<file path="config.mk">
export PLATFORM = sky130hd
export DESIGN_NAME = sbcp_mul
export DESIGN_NICKNAME = d
export VERILOG_FILES = /design/src/sv/sbcp_pkg.sv /design/src/sv/sbcp_mul.sv
export SDC_FILE = /design/constraint.sdc
export NUM_CORES = 2
export LEC_CHECK = 0
export ABC_CLOCK_PERIOD_IN_PS = 15400
export BUFFER_PORTS_ARGS = -buffer_cell sky130_fd_sc_hd__buf_2
export CORE_MARGIN = 8
export CORE_UTILIZATION = 50
export CTS_CLUSTER_DIAMETER = 30
export DETAILED_ROUTE_END_ITERATION = 16
export GPL_TIMING_DRIVEN = 0
export PLACE_DENSITY = 0.78
export SETUP_SLACK_MARGIN = 0.2
export SYNTH_ARGS = -nofsm -noshare
export SYNTH_HDL_FRONTEND = slang
export SYNTH_SLANG_ARGS = --single-unit
</file>
<file path="constraint.sdc">
create_clock -name clk_i -period 15.4 [get_ports clk_i]
set_clock_uncertainty 0.2 [all_clocks]
set_input_delay 2.31 -clock clk_i [delete_from_list [all_inputs] [get_ports clk_i]]
set_output_delay 2.31 -clock clk_i [all_outputs]
set_load 0.05 [all_outputs]
</file>
<file path="src/sv/sbcp_pkg.sv">
`timescale 1ns / 1ps
// Shared constants and types of the segment to box closest point block.
package sbcp_pkg;

  // Segment parameter t is unsigned Q1.TIME_BITS, running from 0 to 1.
  localparam int TIME_BITS = 32;
  localparam logic [TIME_BITS:0] TIME_ONE = {1'b1, {TIME_BITS{1'b0}}};

  // Digit width of the shared multiplier, one digit per cycle.
  localparam int DIGIT_BITS = 16;

  // Most slab crossings walked before the result is taken.
  localparam int MAX_PASSES = 7;

  // Position of one axis relative to its slab.
  typedef logic [1:0] region_t;
  localparam region_t REG_IN    = 2'd0;
  localparam region_t REG_BELOW = 2'd1;
  localparam region_t REG_ABOVE = 2'd2;

endpackage

</file>
<file path="src/sv/sbcp_mul.sv">
`timescale 1ns / 1ps
// Digit-serial unsigned multiplier shared by all products of the block.
module sbcp_mul #(
  parameter int A_W = 33,
  parameter int B_W = 35
) (
  input  logic                 clk_i,
  input  logic                 rst_ni,
  input  logic                 start_i,
  input  logic [A_W-1:0]       a_i,
  input  logic [B_W-1:0]       b_i,
  output logic                 done_o,
  output logic [A_W+B_W-1:0]   p_o
);

  localparam int D     = sbcp_pkg::DIGIT_BITS;
  localparam int STEPS = (B_W + D - 1) / D;
  localparam int BP    = STEPS * D;
  localparam int AP    = A_W + BP;
  localparam int CW    = $clog2(STEPS + 1);

  logic [CW-1:0]    cnt_q;
  logic             done_q;
  logic [A_W-1:0]   a_q;
  logic [BP-1:0]    b_q;
  logic [AP-1:0]    acc_q;
  logic [A_W+D-1:0] pp;

  // One digit row: the full product of the operand and the top digit.
  assign pp = a_q * b_q[BP-1 -: D];

  always_ff @(posedge clk_i or negedge rst_ni) begin
    if (!rst_ni) begin
      cnt_q  <= '0;
      done_q <= 1'b0;
    end else if (start_i) begin
      cnt_q  <= CW'(STEPS);
      done_q <= 1'b0;
    end else if (cnt_q != '0) begin
      cnt_q  <= cnt_q - CW'(1);
      done_q <= (cnt_q == CW'(1));
    end else begin
      done_q <= 1'b0;
    end
  end

  // Most significant digit first: shift the partial sum, add one digit row.
  always_ff @(posedge clk_i) begin
    if (start_i) begin
      a_q   <= a_i;
      b_q   <= BP'(b_i);
      acc_q <= '0;
    end else if (cnt_q != '0) begin
      acc_q <= (acc_q << D) + AP'(pp);
      b_q   <= b_q << D;
    end
  end

  assign done_o = done_q;
  assign p_o    = acc_q[A_W+B_W-1:0];

endmodule

</file>
**After elaboration in Yosys (flattened, before gate mapping)**

Index checks and enable logic that the tools add are counted.

- Register bits: 152
- Latch bits: 0
- Bits in writable memories: 0
- Bits in read-only memories: 0
- Bits of input ports: 71
- Output and inout bits: 69
- Logic and storage cells: 18
- Memories: 0

- Add/sub/neg operators: 2
- $mul: 1
- Divide/modulo/power cells: 0
- Magnitude comparators: 0
- Eq/ne operators: 1
- Shift-type cells: 0
- Muxes and demuxes: 6
- Bitwise gates (word level): 0
- Reduce and logical (&&, ||, !) cells: 2

Operators by type and width:

| cell | count |
|---|---|
| $mux 35 | 2 |
| $add 68x49->68 | 1 |
| $mul 33x16->49 | 1 |
| $mux 2 | 2 |
| $reduce_bool 2->1 | 2 |
| $eq 2x1->1 const B | 1 |
| $mux 1 | 2 |
| $sub 2x1->2 const B | 1 |

**Logic depth before layout (Yosys ltp)**

- Word-level depth: 3
- Mapped depth: 26

**Least setup slack after synthesis**

OpenSTA, ideal clock, no wires.

- Path type: reg2reg
- Start: reg b_q[39]
- End: reg acc_q[55]
- Setup time: 0.091 ns
- Arrival time: 6.413 ns
- Slack: 8.696 ns
- Cell stages (with the launch flop): 27
- Clock period less this slack: 6.704 ns
- Cell sequence: dfxtp_1 -> clkbuf_1 -> clkbuf_1 -> nand2_1 -> fa_1 -> inv_1 -> fa_1 -> inv_1 -> fa_1 -> inv_1 -> fa_1 -> fa_1 -> inv_1 -> fa_1 -> inv_1 -> ha_1 -> buf_2 -> and4_1 -> nand4_1 -> nor3b_1 -> o21ai_1 -> a21oi_1 -> and4bb_1 -> o31a_1 -> buf_2 -> or3_1 -> a311oi_1

- Word-level cells in the longest chain between the ends: 2

RTL lines:

| element | RTL line | source |
|---|---|---|
| from (decl) | sbcp_mul.sv:25 | `logic [BP-1:0] b_q;` |
| from (signal assigned) | sbcp_mul.sv:51 | `b_q <= BP'(b_i);` |
| from (signal assigned) | sbcp_mul.sv:55 | `b_q <= b_q << D;` |
| $mul 33x16->49 | sbcp_mul.sv:30 | `assign pp = a_q * b_q[BP-1 -: D];` |
| $add 68x49->68 | sbcp_mul.sv:54 | `acc_q <= (acc_q << D) + AP'(pp);` |
| to (signal assigned) | sbcp_mul.sv:54 |  |
| to (decl) | sbcp_mul.sv:26 | `logic [AP-1:0] acc_q;` |

No other way between the ends.
A chain may end at the register's enable or synchronous reset.

**Final worst setup path**

- Start: reg b_q[42]
- End: reg acc_q[57]

Same word-level chain as after synthesis.

==> results.toml <==
[detailed_routing]
routed_wl_um = 75200
drt_iter0_markers = 1634
wl_per_cell_um = 22.1
dr_total_vias = 19000
ant_nets = 0
drt_drc_violations_left = 0
via_per_inst = 5.59
drtPass1Iterations = 6

[global_routing]
grt_pass1_wl_um = 116000
grtUsageTotal_pct = 28.3
antenna_found_initial = 3
grt_max_degree = 37
gr-total-overflow = 0
grt_pass1_vias = 20200

[critical_path]
cp.required_ns = 15.58
cp.arrival_ns = 8.91
worst-path-max-fanout = 10
crit_type = "reg -> reg"
r2r_slack_ns = 6.67
crit_chain = "clkbuf_1 > clkbuf_1 > nand2_1 > fa_1 > inv_1 > fa_1 > fa_1 > fa_1 > fa_1 > inv_1 > fa_1 > inv_1 > ha_1 > and4_1 > nand4_1 > nor3b_1 > o21ai_1 > a21oi_1 > and4bb_1 > o31a_1 > buf_2 > or3_1 > a311oi_1"
crit_top_cell = "fa_1"
startpoint_type = "flop"
slowest_delay_ns = 0.75
slowest_stage = "clkbuf_1"
endpoint_kind = "flop"

[layout]
area_delta_synth_final_pct = 8.65
seqCellArea_mm2 = 0.00374
stdcell_count = 3407
multi_input_area_mm2 = 0.0174
layout-drive-gt1-share_pct = 7.50
design_area_mm2 = 0.0258
final_cell_mix = "inv_1, fa_1, nand2_1, and2_1, buf_2"
final_common_cell = "inv_1"
fillers = 4193
nets = 3449

[sta]
fin_setup_tns_ns = 0
slew_headroom_pct = 29.7
hold_violations = 0
timing.fmax_mhz = 115
slew_viol_final = 0
finalCritPeriodShare_pct = 56.7
post-route-min-period_ns = 8.73
finalSetupViolations = 0
rsz0062_at_grt = "no"
hold_ws_ns = 0.259
worstMarginPinSlew_ns = 1.05

[placed_design]
dp.cells = 3369
port_buffers = 139
place_area_mm2 = 0.0252
gp_congestion = 0.985
dpl.hpwl_um = 62400

[clock_tree]
clockBufferDepth = 2
cts_setup_buffers = 0
cts-buffers-inserted = 17
clock_sink_count = 152
cts-resized-gates = 0
h-tree-depth = 4
postCtsHoldBufs = 0
cts_tree = "built"
cts_root_buffer = "clkbuf_16"
clkSlewWorstSetupHoldPaths_ns = 0.07
clk_latency_ns = 0.48

[synthesis]
ys_seq_area_share_pct = 15.7
synthesis.nets = 3290
synthCells = 2615
yosys_warnings = 0
async_flop_share_pct = 1.97
syn_area_per_cell_um2 = 9.09
ys_seq_elements = 152
synth_edf_count = 68
synth_cell_types = 69
syn-cell-area_mm2 = 0.0238
ys.flop_type = "dfxtp_1"

[status]
status = "finished clean"

[job]
maxCapViolCount = 0

[die]
num_io_pins = 140
core_area_mm2 = 0.0473
initial_core_util_pct = 50.2
die_h_um = 234
num_rows = 80
die_w_um = 234
die-area_mm2 = 0.0548

[min_path]
hp-class = "reg -> reg"
-- layer usage --
layer	global-route usage, %	routed length, um
met5	0	0
met4	13.8	4320
met3	6.68	6810
met2	47.2	36100
met1	34.2	28000
-- worst max-delay path, delay by kind of cell (launching register included) --
family | cells | cell delay, ns
adders and majority gates | 7 | 3.51
buffers and inverters | 6 | 1.85
and+or+nand+nor | 6 | 1.58
AOI/OAI and AO/OA | 4 | 1.13
DFF | 1 | 0.31
-- sequential cells by signal, indices dropped and copies added (netlist names) --
name    count
b_q        48
acc_q      68
a_q        33
done_o      1
cnt_q       2
-- layout make-up --
cell class | instances | share of cell area (%)
diodes | 5 | 0.0485
plain buffers | 129 | 1.91
clock buffers | 19 | 1.72
clock inverters | 13 | 0.422
inverters | 575 | 8.36
multi-input cells | 1759 | 67.3
flip-flops and latches | 152 | 14.5
well taps | 615 | 2.98
repair buffers | 140 | 2.80
-- stage by stage --
step           utilization (%)  worst slack (ns)
2_1_floorplan                -              8.70
3_3_place_gp              53.3              6.97
3_5_place_dp              53.3              6.99
4_1_cts                   54.5              6.88
5_1_grt                   54.5              6.47
6_report                  54.5              6.67
-- kinds of logic after synthesis --
group	after synthesis	synth area share [%]
and+or+nand+nor	827	16.6
buffers and inverters	704	11.2
adders and majority gates	604	46.5
AOI/OAI and AO/OA	244	6.59
DFF	152	15.7
xor gates and xnor gates	45	1.66
muxes	39	1.74
-- worst paths after layout --
path | end | from | cells past startpoint
min in group asynchronous | done_o | rst_ni | 1
worst max register to register | acc_q[57] | b_q[42] | 23
worst max-delay path | acc_q[57] | b_q[42] | 23
max in group asynchronous | cnt_q[0] | rst_ni | 1
worst min register to register | acc_q[54] | acc_q[54] | 2
worst min-delay path | acc_q[54] | acc_q[54] | 2
-- Yosys cell counts, types with 9 or more instances --
| master | instances | share of area, % |
|---|---|---|
| mux2i_1 | 20 | 0.84 |
| a21o_1 | 15 | 0.47 |
| o31ai_1 | 14 | 0.44 |
| nand2_1 | 398 | 6.3 |
| ha_1 | 139 | 7.3 |
| nand4_1 | 12 | 0.32 |
| o21ai_1 | 10 | 0.21 |
| and2_1 | 245 | 6.4 |
| or3_1 | 10 | 0.26 |
| dfxtp_1 | 81 | 6.8 |
| xnor2_1 | 23 | 0.85 |
| xor2_1 | 22 | 0.81 |
| a211oi_1 | 11 | 0.35 |
| a21oi_1 | 85 | 1.8 |
| mux2_2 | 19 | 0.90 |
| fa_1 | 465 | 39 |
| nor3_1 | 9 | 0.19 |
| clkbuf_1 | 119 | 1.9 |
| nor2_1 | 89 | 1.4 |
| o21ai_0 | 38 | 0.80 |
| nand3_1 | 19 | 0.40 |
| inv_1 | 575 | 9.1 |
| edfxtp_1 | 68 | 8.6 |
Power is left out: the tool's default activity adds up to more than one toggle a clock period on the data nets, which glitch-free logic cannot reach.
