## config.mk

```make
export PLATFORM = sky130hd
export DESIGN_NAME = sbcp_div
export DESIGN_NICKNAME = d
export VERILOG_FILES = /design/src/sv/sbcp_pkg.sv /design/src/sv/sbcp_div.sv
export SDC_FILE = /design/constraint.sdc
export NUM_CORES = 1
export LEC_CHECK = 0
export BUFFER_PORTS_ARGS = -buffer_cell sky130_fd_sc_hd__buf_2
export CAP_MARGIN = 5
export CORE_MARGIN = 3
export CORE_UTILIZATION = 40
export CTS_BUF_LIST = sky130_fd_sc_hd__clkbuf_2
export DETAILED_ROUTE_END_ITERATION = 16
export SLEW_MARGIN = 40
export SYNTH_ARGS = -nofsm -noshare
export SYNTH_HDL_FRONTEND = slang
export SYNTH_SLANG_ARGS = --single-unit
```

## constraint.sdc

```tcl
create_clock -name clk_i -period 4.53 [get_ports clk_i]
set_input_delay 0.453 -clock clk_i [delete_from_list [all_inputs] [get_ports clk_i]]
set_output_delay 0.453 -clock clk_i [all_outputs]
set_load 0.02 [all_outputs]
```

## src/sv/sbcp_pkg.sv

```systemverilog
`timescale 1ns / 1ps
// Shared constants and types of the segment to box closest point block.
package sbcp_pkg;

  // Segment parameter t is unsigned Q1.TIME_BITS, running from 0 to 1.
  localparam int TIME_BITS = 32;
  localparam logic [TIME_BITS:0] TIME_ONE = {1'b1, {TIME_BITS{1'b0}}};

  // Digit width of the shared multiplier, one digit per cycle.
  localparam int DIGIT_BITS = 16;

  // Most slab crossings walked before the result is taken.
  localparam int MAX_PASSES = 7;

  // Position of one axis relative to its slab.
  typedef logic [1:0] region_t;
  localparam region_t REG_IN    = 2'd0;
  localparam region_t REG_BELOW = 2'd1;
  localparam region_t REG_ABOVE = 2'd2;

endpackage

```

## src/sv/sbcp_div.sv

```systemverilog
`timescale 1ns / 1ps
// Radix-2 restoring divider that yields TIME_BITS quotient bits, one per cycle.
module sbcp_div #(
  parameter int W = 71
) (
  input  logic                           clk_i,
  input  logic                           rst_ni,
  input  logic                           start_i,
  input  logic [W-1:0]                   num_i,
  input  logic [W-1:0]                   den_i,
  output logic                           done_o,
  output logic [sbcp_pkg::TIME_BITS-1:0] q_o,
  output logic                           rem_nz_o
);

  localparam int TB = sbcp_pkg::TIME_BITS;
  localparam int CW = $clog2(TB + 1);

  logic [CW-1:0] cnt_q;
  logic          done_q;
  logic [W-1:0]  r_q;
  logic [W-1:0]  m_q;
  logic [TB-1:0] q_q;
  logic [W:0]    r2;
  logic [W:0]    rd;
  logic          ge;

  // The numerator is always below the divisor, so the shifted remainder fits W+1.
  always_comb begin
    r2 = {r_q, 1'b0};
    ge = (r2 >= {1'b0, m_q});
    rd = ge ? (r2 - {1'b0, m_q}) : r2;
  end

  always_ff @(posedge clk_i or negedge rst_ni) begin
    if (!rst_ni) begin
      cnt_q  <= '0;
      done_q <= 1'b0;
    end else if (start_i) begin
      cnt_q  <= CW'(TB);
      done_q <= 1'b0;
    end else if (cnt_q != '0) begin
      cnt_q  <= cnt_q - CW'(1);
      done_q <= (cnt_q == CW'(1));
    end else begin
      done_q <= 1'b0;
    end
  end

  always_ff @(posedge clk_i) begin
    if (start_i) begin
      r_q <= num_i;
      m_q <= den_i;
      q_q <= '0;
    end else if (cnt_q != '0) begin
      r_q <= rd[W-1:0];
      q_q <= {q_q[TB-2:0], ge};
    end
  end

  assign done_o   = done_q;
  assign q_o      = q_q;
  assign rem_nz_o = |r_q;

endmodule

```

## After elaboration in Yosys (flattened, before gate mapping)

Index checks and enable logic that the tools add are counted.

| word-level totals | value |
|---|---|
| flip-flop bits (word level) | 181 |
| bits of input ports | 145 |
| output and inout port bits | 34 |
| logic and storage cells | 19 |

| cells by class | value |
|---|---|
| add/sub/neg operators | 2 |
| magnitude comparators | 1 |
| equal/unequal tests | 1 |
| muxes and demuxes | 7 |
| reduce and logical (&&, ||, !) cells | 3 |

Operators by type and width:

| operator | number |
|---|---|
| $mux W71 | 3 |
| $ge A72 B71 Y1 | 1 |
| $reduce_or A71 Y1 | 1 |
| $sub A71 B71 Y71 | 1 |
| $mux W6 | 2 |
| $eq A6 B1 Y1 const B | 1 |
| $reduce_bool A6 Y1 | 1 |
| $sub A6 B1 Y6 const B | 1 |
| $mux W1 | 2 |
| $reduce_bool A2 Y1 | 1 |

## Longest topological paths before layout

Gate-level depths: netlist of the first run.

| logic depth | value |
|---|---|
| word-level depth | 4 |
| mapped depth | 15 |
| mapped depth without buffers | 12 |

## Least setup slack after synthesis of the first run

Ideal clock, no wire load.

| timing path | value |
|---|---|
| kind | register to register |
| start point | register cnt_q[0] |
| end point | register r_q[0] (enable) |
| setup time | 0.734 ns |
| arrival time | 2.644 ns |
| data required time | 3.796 ns |
| setup slack | 1.152 ns |
| stages on the path, launching flop included | 7 |
| path buffers | 2 |
| clock period less this slack | 3.378 ns |
| cell sequence | dfrtp_1 > inv_1 > ha_1 > and3b_1 > clkbuf_1 > clkbuf_1 > nand2_1 |

| on the way | value |
|---|---|
| longest elaborated chain between the ends | 2 |

Ends and longest elaborated chain:

| what | RTL line | source |
|---|---|---|
| start: declaration | sbcp_div.sv:19 | `logic [CW-1:0] cnt_q;` |
| start signal: assignment | sbcp_div.sv:40 | `cnt_q <= CW'(TB);` |
| start signal: assignment | sbcp_div.sv:43 | `cnt_q <= cnt_q - CW'(1);` |
| $reduce_bool A6 Y1 | sbcp_div.sv:55 | `end else if (cnt_q != '0) begin` |
| $reduce_bool A2 Y1 (no source line) | - |  |
| end signal: assignment | sbcp_div.sv:52 | `r_q <= num_i;` |
| end signal: assignment | sbcp_div.sv:56 | `r_q <= rd[W-1:0];` |
| end: declaration | sbcp_div.sv:21 | `logic [W-1:0] r_q;` |

No other way between the ends.
A chain may end at the register's enable or synchronous reset.

## Final worst setup path of the first run

| timing path | value |
|---|---|
| start point | register r_q[0] |
| end point | register r_q[59] (data pin) |

| on the way | value |
|---|---|
| longest elaborated chain between the ends | 4 |
| elaborated cells between the ends (all ways) | 5 |
| classes of those cells | add/sub: 1; order compare: 1; mux: 3 |

Ends and longest elaborated chain:

| what | RTL line | source |
|---|---|---|
| $sub A71 B71 Y71 / $ge A72 B71 Y1 (equally long branches) | sbcp_div.sv:32, sbcp_div.sv:31 |  |
| $mux W71 * | sbcp_div.sv:32 | `rd = ge ? (r2 - {1'b0, m_q}) : r2;` |
| $mux W71 * | sbcp_div.sv:55 |  |
| $mux W71 * | sbcp_div.sv:51 | `if (start_i) begin` |

Mark *: on every way between the ends. The rest lies on a longest branch, timed or not. The select of a mux whose other input is x is not followed.

==> impl_metrics.csv, run 1 <==
group,metric,value,unit
floorplan,die_h,178.8,um
min_path,min_path_type,"in2reg",
timing,fmax,0.2424,GHz
timing,worstMarginPinSlew,759.0,ps
floorplan,io-pin-count,179,
clock_network,path_clk_slew,340,ps
cells_and_area,regArea,5080,sq um
floorplan,die_w,178.8,um
cells_and_area,stdcell_area,14840,sq um
critical_path,crit_chain,"fa_1, a21oi_1, nor3_1, o21a_1, o2111ai_1, nand2_1, a2111oi_2, o21a_4, buf_4, nor3_1, mux2i_1, o311a_1",
timing,maxSlewViolCount,0,
pwr,peakVddDrop,317.0,uV
detailed_routing,firstDrtPassIters,5,
pwr,powerDensity,601.6,nW/um^2
place,post_dp_cell_area,13160,sq um
synth,ys_top_cells_by_count,"a21oi_1 (167), nand2_1 (150), edfxtp_1 (142)",
clock_network,clockBufferDepth,2,
detailed_routing,routedWlPerCell,17.59,um
cells_and_area,multi_input_area,6127,sq um
cells_and_area,num-nets-final,1824,
place,port_buffers,178,
floorplan,rows,62,
timing,whs,246.7,ps
synth,synthSimpleGateAreaFrac,14.48,%
cells_and_area,final_cell_count_no_fill,2003,
synth,synth_compound_area_share,23.08,%
timing,fin_crit,4125,ps
pwr,seq_power_share,30.9,%
detailed_routing,wl,35240,um
clock_network,clock_sinks,181,
critical_path,cp.required,5260,ps
pwr,combPwrFrac,59.6,%
pwr,power.total,8.927,mW
critical_path,slowest_stage,"o21a_4",
synth,synthMostInstantiatedCell,"a21oi_1",
cells_and_area,syn2layout_area_growth,24.26,%
synth,syn_nets,1542,
synth,ys_types,73,
synth,netlist_instances,1323,
synth,synthTopCellsByArea,"edfxtp_1 (36%), ha_1 (7.6%), a21oi_1 (7.0%)",
pwr,power_leakage,6.276,nW
place,placedCellCount,1825,
critical_path,rrSetupSlack,410,ps
cells_and_area,fin_util,51.02,%
timing,skew,67.31,ps
place,dp_slack,544.6,ps
run,maxCapViolCount,0,
timing,finalCritPeriodShare,91.05,%
status,outcome,"finished clean",
timing,rsz0062_at_grt,"false",
pwr,p_int,4.691,mW
floorplan,die-area,31970,sq um
clock_network,cts_tree,"built",
place,hpwl,25200,um
clock_network,clock_latency,870,ps
timing,final.setup.tns,0,ps
place,globalplace.congestion,0.9230,
pwr,clkPwrFrac,9.5,%
global_route,grt_pass1_wl,55610,um
synth,synth_top_area_cell,"edfxtp_1",
synth,synthAdderAreaFrac,7.816,%
critical_path,cpMostUsedCell,"nor3_1",
floorplan,fp.coreArea,29090,sq um
global_route,grt-ovfl-total,0,
synth,ys_async_sr_fraction,3.867,%
floorplan,initial_core_util,41.05,%
pwr,p_sw_share,47.46,%
detailed_routing,drcViolationCount,0,
critical_path,criticalPathCategory,"reg2reg",
critical_path,slowest_delay,630,ps
timing,setup-violations-final,0,
global_route,grt_max_degree,138,
global_route,grt_pass1_vias,10630,
clock_network,cts_buffers,17,
critical_path,cp_top_family,"compound AO/OA/AOI/OAI gates",
detailed_routing,via_per_inst,5.401,
synth,synth_area,11940,sq um
global_route,grt_antenna_before_repair,1,
critical_path,start_kind,"flop",
timing,maxSlewHeadroom,49.27,%
synth,yosys_register_bits,181,
clock_network,cts_resized,0,
timing,final_hold_viol_count,0,
detailed_routing,drtAntennaViolNets,0,
critical_path,path_buf_inv,1,
cells_and_area,final_layout_size_suffix_gt1_share,15.20,%
synth,synth_ff_type,"edfxtp_1",
synth,netlist.area_leader.share,35.70,%
detailed_routing,drtIter0Drc,690,
pwr,p_sw,4.237,mW
synth,synth_seq_area_share,42.54,%
synth,synth.area.mux_share,1.320,%
synth,synth_top_family_by_area,"compound AO/OA/AOI/OAI gates",
clock_network,cts_htree_levels,4,
timing,fin_ws,405.4,ps
critical_path,path_max_fanout,51,
synth,synth_enable_flop_cells,142,
critical_path,end_kind,"flop",
critical_path,cp.arrival,4850,ps
synth,synth_xor_area_share,4.327,%
detailed_routing,num_vias,10820,
cells_and_area,fillCellCount,2763,
clock_network,cts_root_buf,"clkbuf_2",
global_route,grt_use_total,22.12,%
synth,avgSynthCellArea,9.027,sq um
synth,yosys_warnings,0,
==> cell type report <==
cell class	count	share of cell area, %
Sequential cell	181	34.23
Multi-Input combinational cell	948	41.29
Clock inverter	14	0.9021
Timing Repair Buffer	333	16.58
Tap cell	384	3.237
Antenna cell	1	0.01686
Clock buffer	18	0.6070
Inverter	124	3.136
==> kinds of logic after synthesis <==
group | Yosys count
and+or+nand+nor | 371
adders and majority gates | 74
muxes | 15
DFF | 181
buffers and inverters | 194
AOI/OAI and AO/OA | 429
xor gates and xnor gates | 59
==> power groups by stage <==
stage                     Sequential (mW)  Combinational, mW  Clock [mW]
after floorplan                      2.63               3.96           0
final                                2.76               5.32       0.850
after global routing                 2.81               5.92       0.943
after CTS                            2.76               5.27       0.888
after detailed placement             2.79               5.15           0
after global placement               2.79               5.13           0
==> flip-flops by register name, summed over array words and instances (netlist names) <==
signal / count
r_q: 71
done_o: 1
q_o: 32
m_q: 71
cnt_q: 6
==> worst reg2reg max path, delay by kind of cell (launching register included) <==
kind | cells | cell delay, ps
simple gates | 3 | 380
buf+inv | 1 | 380
compound gates | 6 | 2060
flops | 1 | 530
mux | 1 | 150
fa+ha+maj | 1 | 490
==> per-layer routing <==
metal / part of all wire (%) / global-route usage, % / routed length, um / vias to the layer above
met5: 0 / 0 / 0 / -
met4: 1.7 / 5.812 / 607 / 0
met3: 4.9 / 3.558 / 1732 / 33
met2: 47 / 36.69 / 16550 / 284
met1: 46 / 30.09 / 16350 / 5115
li1: - / - / - / 5387
==> cells in the final DEF, fill, tap and decap left out, types with 20 or more instances in the layout <==
cell type / n
a21oi_1: 167
xnor2_1: 32
o21a_1: 31
a21o_1: 27
nor3_1: 23
nor4_1: 21
o21ai_0: 49
nand2_1: 149
edfxtp_1: 142
nor2_1: 81
xor2_1: 27
ha_1: 73
buf_2: 177
dlygate4sd3_1: 145
dfxtp_1: 32
nand4_1: 31
inv_1: 123
a211oi_1: 30
o21bai_1: 20
==> path summary, 6_finish.rpt <==
check                                          from                   end  depth (start not counted)
max in group asynchronous                    rst_ni  cnt_q[5]$_DFFE_PN0P_                          3
worst max register to register     r_q[0]$_DFFE_PP_     r_q[59]$_DFFE_PP_                         12
worst min register to register  q_o[6]$_SDFFE_PP0P_   q_o[7]$_SDFFE_PP0P_                          2
worst min-delay path                      den_i[49]     m_q[49]$_DFFE_PP_                          2
worst max-delay path               r_q[0]$_DFFE_PP_     r_q[59]$_DFFE_PP_                         12
min in group asynchronous                    rst_ni  cnt_q[1]$_DFFE_PN0P_                          3
==> repair_timing <==
action	CTS	global route
setup buffers	0	0
hold endpoints to repair	188	0
hold buffers	145	0
setup endpoints to repair	0	0
(Power assumes the default switching activity.)
==> inputs of run 2 (changes only) <==
--- a/config.mk
+++ b/config.mk
@@ -7,9 +7,7 @@
 export LEC_CHECK = 0
 export BUFFER_PORTS_ARGS = -buffer_cell sky130_fd_sc_hd__buf_2
 export CAP_MARGIN = 5
-export CORE_MARGIN = 3
 export CORE_UTILIZATION = 40
-export CTS_BUF_LIST = sky130_fd_sc_hd__clkbuf_2
 export DETAILED_ROUTE_END_ITERATION = 16
 export SLEW_MARGIN = 40
 export SYNTH_ARGS = -nofsm -noshare
==> run 2 against run 1 <==
  * Die area down 4.4%
  * Count of clock-buffer cells in the layout unchanged
  * Clock power up 85%
  * Cell area down 7.2%
  * Sequential share of layout area up 2.7 points
  * Cell count down 7.3%
  * Register-to-register slack better by 110 ps
  * Combinational power down 3%
==> impl_metrics.csv, run 2 (synthesis results as in run 1) <==
group,metric,value,unit
timing,maxSlewViolCount,0,
critical_path,cp.required,4710,ps
global_route,grt_antenna_before_repair,0,
global_route,grt_pass1_wl,53160,um
global_route,grt-ovfl-total,0,
detailed_routing,firstDrtPassIters,5,
pwr,power_leakage,5.825,nW
timing,fmax,0.2493,GHz
critical_path,rr_worst_depth,12,
critical_path,path_max_fanout,56,
detailed_routing,num_vias,10270,
floorplan,initial_core_util,41.16,%
min_path,min_path_type,"in2reg",
clock_network,clock_latency,460,ps
timing,skew,16.50,ps
cells_and_area,syn2layout_area_growth,15.28,%
global_route,grt_pass1_vias,10040,
place,hpwl,24630,um
run,maxCapViolCount,0,
global_route,grt_max_degree,114,
detailed_routing,drcViolationCount,0,
timing,final.setup.tns,0,ps
critical_path,end_kind,"flop",
floorplan,die_w,174.8,um
detailed_routing,drtAntennaViolNets,0,
critical_path,criticalPathCategory,"reg2reg",
timing,worstMarginPinSlew,763.3,ps
pwr,powerDensity,689.9,nW/um^2
cells_and_area,stdcell_area,13770,sq um
timing,maxSlewHeadroom,48.45,%
critical_path,cp.arrival,4190,ps
timing,fin_crit,4012,ps
timing,finalCritPeriodShare,88.56,%
floorplan,fp.coreArea,29010,sq um
cells_and_area,fillCellCount,2885,
clock_network,cts_resized,0,
cells_and_area,layout_commonest_cell,"buf_2",
place,dp_slack,620.9,ps
timing,fin_ws,518.2,ps
floorplan,rows,62,
pwr,power.total,9.498,mW
place,post_dp_cell_area,13140,sq um
min_path,holdPathStages,1,
cells_and_area,num-nets-final,1678,
pwr,peakVddDrop,368.7,uV
cells_and_area,final_layout_size_suffix_gt1_share,16.64,%
cells_and_area,diodes,0,
timing,setup-violations-final,0,
clock_network,clock_sinks,181,
global_route,grt_use_total,22.11,%
clock_network,cts_htree_levels,4,
detailed_routing,via_per_inst,5.533,
clock_network,cts_tree,"built",
clock_network,path_clk_slew,80,ps
place,globalplace.congestion,0.9132,
floorplan,io-pin-count,179,
cells_and_area,layout_common_cells,"buf_2 (177), a21oi_1 (167), nand2_1 (149)",
clock_network,clockBufferDepth,2,
floorplan,die-area,30550,sq um
place,port_buffers,178,
critical_path,start_kind,"flop",
timing,rsz0062_at_grt,"false",
detailed_routing,wl,33100,um
status,outcome,"finished clean",
detailed_routing,drtIter0Drc,792,
timing,final_hold_viol_count,0,
detailed_routing,routedWlPerCell,17.83,um
clock_network,cts_buffers,17,
clock_network,cts_root_buf,"clkbuf_16",
floorplan,die_h,174.8,um
run 2: cell types whose count changed in the layout (fill, tap and decap cells not counted), moves of 2 or more:
cell	delta
buf_4	-2
clkbuf_16	+18
clkbuf_2	-18
clkinv_4	-2
dlygate4sd3_1	-144
inv_4	+3
inv_6	-3
run 2: final cells by class:
class	instances	area (sq um)	share of cell area, %
Multi-Input combinational cell	948	6127	44.51
Sequential cell	181	5080	36.90
Timing Repair Buffer	187	1005	7.298
Tap cell	384	480.5	3.490
Inverter	124	465.4	3.381
Clock buffer	18	450.4	3.272
Clock inverter	14	158.9	1.154
run 2: timing repair:
item,4_1_cts,5_1_grt
buffers inserted,0,0
hold endpoints to repair,7,0
hold buffers,1,0
run 2: through the flow:
stage / hold WS [ps] / cells / util [%]
5_1_grt: 135.7 / 1856 / 47.45
4_1_cts: 137.2 / 1856 / 47.43
3_5_place_dp: 303.4 / 1823 / 45.30
3_3_place_gp: 300.7 / 1823 / 45.26
2_1_floorplan: 157.4 / 1323 / -
6_report: 159.5 / 1856 / 47.45
run 2: worst max-delay path, stage by stage (launching register included):
cell and delay, ps:
edfxtp_1 470, fa_1 500, a21oi_1 230, nor3_1 90, o21a_1 210, o2111ai_1 340, nand2_1 210, a2111oi_2 470
o21a_4 510, buf_12 280, nor2_1 80, a211oi_1 230, a21oi_1 60
run 2: power by group:
part           switching [mW]  internal, mW  total [mW]  leakage [nW]
combinational            3.08          2.06        5.15          3.74
clock                   0.750         0.818        1.57         0.302
sequential              0.422          2.36        2.78          1.78
total                    4.26          5.24        9.50          5.83
run 2: worst paths after layout:
kind | slack, ps | endpoint | start
min in group asynchronous | 350 | cnt_q[1]$_DFFE_PN0P_ | rst_ni
setup reg to reg | 520 | r_q[26]$_DFFE_PP_ | r_q[0]$_DFFE_PP_
hold reg to reg | 460 | q_o[31]$_SDFFE_PP0P_ | q_o[31]$_SDFFE_PP0P_
hold / removal | 160 | m_q[62]$_DFFE_PP_ | den_i[62]
setup / recovery | 520 | r_q[26]$_DFFE_PP_ | r_q[0]$_DFFE_PP_
max in group asynchronous | 4010 | cnt_q[2]$_DFFE_PN0P_ | rst_ni
run 2: layer usage:
layer | part of all wire, % | track usage (%) | vias to the layer above | wire (um)
li1 | - | - | 5090 | -
met5 | 0 | 0 | - | 0
met3 | 4.7 | 3.786 | 40 | 1547
met4 | 2.0 | 7.428 | 0 | 648
met2 | 46 | 35.65 | 261 | 15320
met1 | 47 | 29.96 | 4878 | 15580
